**config.mk**
```make
export PLATFORM = sky130hd
export DESIGN_NAME = frm_ctrl
export DESIGN_NICKNAME = d
export VERILOG_FILES = /design/src/frm_pkg.sv /design/src/frm_ctrl.sv
export SDC_FILE = /design/constraint.sdc
export NUM_CORES = 1
export LEC_CHECK = 0
export BUFFER_PORTS_ARGS = -buffer_cell sky130_fd_sc_hd__buf_2
export CORE_AREA = 2 2 39 41
export DETAILED_ROUTE_END_ITERATION = 10
export DIE_AREA = 0 0 41 43
export GPL_TIMING_DRIVEN = 0
export PLACE_DENSITY = 0.74
export SYNTH_ARGS = -nofsm -noshare
export SYNTH_HDL_FRONTEND = slang
export SYNTH_SLANG_ARGS = --single-unit
```
**constraint.sdc**
```tcl
create_clock -name clk -period 2.07 [get_ports clk]
set_clock_uncertainty 0.05 [all_clocks]
set_input_delay 0.3105 -clock clk [delete_from_list [all_inputs] [get_ports clk]]
set_output_delay 0.3105 -clock clk [all_outputs]
set_load 0.1 [all_outputs]
```
**src/frm_pkg.sv**
```systemverilog
package frm_pkg;

	localparam int STORE_DEPTH_DEF = 256;
	localparam int TIME_W          = 32;
	localparam int WIN_W           = 31;
	localparam logic [WIN_W-1:0] WIN_RESET = 31'd65536;

	typedef struct packed {
		logic accept;
		logic push;
		logic read;
		logic span;
		logic clear;
		logic rate_max;
		logic div_start;
		logic rate_div;
		logic drop;
		logic rebase;
		logic out_load;
	} cmd_t;

	typedef struct packed {
		logic span_neg;
		logic span_zero;
		logic span_gt_win;
		logic prune_drop;
		logic div_done;
	} sts_t;

endpackage

```
**src/frm_ctrl.sv**
```systemverilog
module frm_ctrl (
	input  logic          clk,
	input  logic          arst_n,
	input  logic          in_valid,
	output logic          in_stall,
	output logic          out_valid,
	input  logic          out_stall,
	input  frm_pkg::sts_t sts,
	output frm_pkg::cmd_t cmd
);

	typedef enum logic [3:0] {
		ST_IDLE,
		ST_PUSH,
		ST_READ,
		ST_SPAN,
		ST_CHECK,
		ST_DIV,
		ST_PRUNE,
		ST_PRUNE_RD,
		ST_REBASE,
		ST_OUT
	} state_t;

	state_t state_q;
	logic   out_valid_q;
	logic   out_free;

	assign out_free = !out_valid_q || !out_stall;
	assign in_stall = state_q != ST_IDLE;

	always_comb begin
		cmd = '0;
		case (state_q)
			ST_IDLE:     cmd.accept = in_valid;
			ST_PUSH:     cmd.push = 1'b1;
			ST_READ:     cmd.read = 1'b1;
			ST_SPAN:     cmd.span = 1'b1;
			ST_CHECK: begin
				if (sts.span_neg) begin
					cmd.clear = 1'b1;
				end else if (sts.span_zero) begin
					cmd.rate_max = 1'b1;
				end else begin
					cmd.div_start = 1'b1;
				end
			end
			ST_DIV:      cmd.rate_div = sts.div_done;
			ST_PRUNE:    cmd.drop = sts.prune_drop;
			ST_PRUNE_RD: cmd.read = 1'b1;
			ST_REBASE:   cmd.rebase = 1'b1;
			ST_OUT:      cmd.out_load = out_free;
			default:     cmd = '0;
		endcase
	end

	always_ff @(posedge clk or negedge arst_n) begin
		if (!arst_n) begin
			state_q     <= ST_IDLE;
			out_valid_q <= 1'b0;
		end else begin
			if (cmd.out_load) begin
				out_valid_q <= 1'b1;
			end else if (!out_stall) begin
				out_valid_q <= 1'b0;
			end
			case (state_q)
				ST_IDLE: begin
					if (in_valid) state_q <= ST_PUSH;
				end
				ST_PUSH:  state_q <= ST_READ;
				ST_READ:  state_q <= ST_SPAN;
				ST_SPAN:  state_q <= ST_CHECK;
				ST_CHECK: begin
					if (sts.span_neg) begin
						state_q <= ST_OUT;
					end else if (sts.span_zero) begin
						state_q <= sts.span_gt_win ? ST_PRUNE : ST_OUT;
					end else begin
						state_q <= ST_DIV;
					end
				end
				ST_DIV: begin
					if (sts.div_done) state_q <= sts.span_gt_win ? ST_PRUNE : ST_OUT;
				end
				ST_PRUNE: begin
					state_q <= sts.prune_drop ? ST_PRUNE_RD : ST_REBASE;
				end
				ST_PRUNE_RD: state_q <= ST_PRUNE;
				ST_REBASE:   state_q <= ST_OUT;
				ST_OUT: begin
					if (out_free) state_q <= ST_IDLE;
				end
				default: state_q <= ST_IDLE;
			endcase
		end
	end

	assign out_valid = out_valid_q;

`ifndef SYNTHESIS
	a_no_overwrite: assert property (@(posedge clk) disable iff (!arst_n)
		cmd.out_load |-> (!out_valid_q || !out_stall))
		else $error("pending word overwritten");

	a_out_held: assert property (@(posedge clk) disable iff (!arst_n)
		out_valid_q && out_stall |=> out_valid_q)
		else $error("stalled word dropped");

	a_accept_push: assert property (@(posedge clk) disable iff (!arst_n)
		in_valid && !in_stall |=> state_q == ST_PUSH)
		else $error("accepted word not pushed");
`endif

endmodule

```
==> summary.md <==
| Metric | Value |
|---|---|
| Clk buf depth | `2` |
| DRC viols | `0` |
| Data arrival, critical path | `1.81 ns` |
| Clk sink count | `5` |
| Core area | `0.001384 mm2` |
| Critical R2R Launch | `state_q[0]` |
| Fill cell count | `117` |
| Maximum clock frequency | `460.7 MHz` |
| Antenna fix cells | `0` |
| Syn Nets | `70` |
| Yosys synthesis warning count | `0` |
| Global-route wire length before repair | `2.076 mm` |
| Layout cells sized above 1 | `52.17%` |
| Most common cell after layout, fill and taps aside | `buf_2` |
| Initial antenna violation count | `0` |
| R2r setup slk | `0.38 ns` |
| Grt ovf | `0` |
| Post-DP HPWL | `980.8 um` |
| Area growth syn-to-layout | `71.25%` |
| Clock-pin slew on the worst setup and hold paths | `0.04 ns` |
| Synth unique cells | `32` |
| Max cap viols | `0` |
| Tmin final | `2.171 ns` |
| Rows | `14` |
| Failing checks | `negative setup slack` |
| CTS tree | `yes` |
| Number of setup violations in the final report | `2` |
| Fin crit share | `104.9%` |
| Crit path kind | `reg -> out` |
| Hold EP | `state_q[2]` |
| DR vias/cell | `5.380` |
| Largest net degree at the start of global routing | `11` |
| IO Count | `22` |
| Hold Violations, Final | `0` |
| Drt total wl | `1.390 mm` |
| Status | `finished, violations left` |
| CP Launch Type | `register` |
| Global placement routability congestion | `0.7995` |
| R2r endpoint | `state_q[2]` |
| Cell count after synthesis | `61` |
| Relative slew slack | `68.03%` |
| Seq/Total Area, Yosys | `25.45%` |
| Synth Cell Area | `491.7 um2` |
| Die Wd | `41 um` |
| CTS root buf | `clkbuf_4` |
| Count of input and output buffers | `21` |
| Initial Utilization | `35.53%` |
| Worst min path class | `in -> reg` |
| Most frequent cells in the layout | `12 x buf_2, 9 x clkbuf_4, 6 x buf_4, 5 x dfrtp_1` |
| Die area | `0.001763 mm2` |
| Post-route ant nets | `0` |
| Die Ht | `43 um` |
| H-tree levels | `1` |
| Hold Startpoint | `sts[0]` |
| R2R depth | `6` |
| Total global routing track utilization | `16.58%` |
| Max Slew Vio Count | `0` |
| Number of CTS-inserted buffers | `3` |
| Skew-Pair Late Insertion Delay | `0.24 ns` |
| Crit-path max FO | `4` |
| Routed len/inst | `12.87 um` |
| Synth Area per Inst | `8.061 um2` |
| Util after Layout | `60.85%` |
| Worst setup EP type | `primary output` |
| FF+latch count, synth | `5` |
| Vias in the first global route | `522` |
| Final setup margin | `-0.1007 ns` |
| Final-stage net count | `102` |
| First drt pass iteration count | `4` |
| DR vias | `581` |
| Initial DRC Count | `4` |
| Worst slew pin tran | `0.4829 ns` |
| Worst hold path depth | `2` |
| WP data required | `1.71 ns` |
| RSZ-0062 raised after global routing | `true` |
## cells by family (layout without fill, tap and decap cells)
group,count (synthesis),in the layout,share of synthesized area (%)
xor+xnor,1,1,1.781
compound gates,15,15,23.67
buf+inv,8,39,8.141
simple gates,32,32,40.97
flops,5,5,25.45
## timing repair
item / 4_1_cts / 5_1_grt
pin swaps: 2 / 2
endpoints found under the setup margin: 5 / 8
gates resized for setup: 14 / 8
endpoints found under the hold margin: 5 / 0
buffers inserted: 4 / 1
hold buffers: 1 / 0
## how the worst max path moves through the flow
| stage | startpoint | endpoint | depth (start not counted) |
|---|---|---|---|
| 6_report | state_q[0] | cmd[5] | 4 |
| 5_1_grt | state_q[0] | cmd[5] | 4 |
| 4_1_cts | state_q[3] | cmd[5] | 4 |
| 3_5_place_dp | state_q[3] | cmd[5] | 4 |
| 3_3_place_gp | state_q[3] | cmd[5] | 4 |
| 2_1_floorplan | state_q[0] | cmd[9] | 3 |
## cells in the mapped netlist, drive strengths merged
cell type	number	area [um2]
a211o	2	17.52
a21o	1	7.510
a21oi	3	15.01
a311oi	1	8.760
a31oi	1	6.260
and3	2	12.51
and3b	1	8.760
buf	3	21.27
clkbuf	1	3.750
dfrtp	5	125.1
inv	4	15.01
nand2	4	15.01
nand2b	1	6.260
nand4bb	2	22.52
nor2	6	22.52
nor2b	3	18.77
nor3	6	35.03
nor3b	1	7.510
nor4	1	6.260
nor4b	1	8.760
o21ai	2	10.01
o21bai	1	11.26
o221ai	1	8.760
o22ai	3	31.28
or2	1	6.260
or3	2	17.52
or4b	1	13.76
xnor2	1	8.760
## layer usage
| layer | GRT usage (%) | vias to the layer above | wire length (um) |
|---|---|---|---|
| met2 | 25.31 | 22 | 694 |
| met3 | 5.759 | 2 | 86 |
| met5 | 0 | - | 0 |
| li1 | - | 287 | - |
| met4 | 3.333 | 0 | 17 |
| met1 | 22.04 | 270 | 591 |
## area by class of cell
cell class / instances / area (um2) / share of cell area (%)
Tap cell: 16 / 20.02 / 2.377
Timing Repair Buffer: 27 / 216.5 / 25.71
Clock buffer: 4 / 26.28 / 3.120
Sequential cell: 5 / 125.1 / 14.86
Multi-Input combinational cell: 48 / 404.1 / 47.99
Buffer: 4 / 35.03 / 4.160
Inverter: 4 / 15.01 / 1.783
## sequential cells by signal, indices dropped and copies added (netlist names)
| name | cells |
|---|---|
| state_q | 4 |
| out_valid | 1 |
## worst max-delay path, cell delays in order, from the launching register on
cell and delay, ns:
dfrtp_1 0.38, buf_6 0.12, or4b_4 0.59, nor3b_4 0.26, buf_12 0.20
## per-stage QoR
stage               TNS, ns  cell area, um2  setup slack, ns  std cells  hold WS [ns]
detailed placement  -0.1345           695.7          -0.1041         98       0.07723
global placement    -0.1082           695.7         -0.09269         98       0.07804
floorplan            -1.391           570.5          -0.6274         61      -0.03509
global route        -0.2112           842.1          -0.1479        108        0.2624
finish              -0.1051           842.1          -0.1007        108        0.2614
CTS                 -0.1043           812.0         -0.08471        107        0.2583
Power is left out: the tool's default activity adds up to more than one toggle a clock period on the data nets, which glitch-free logic cannot reach.
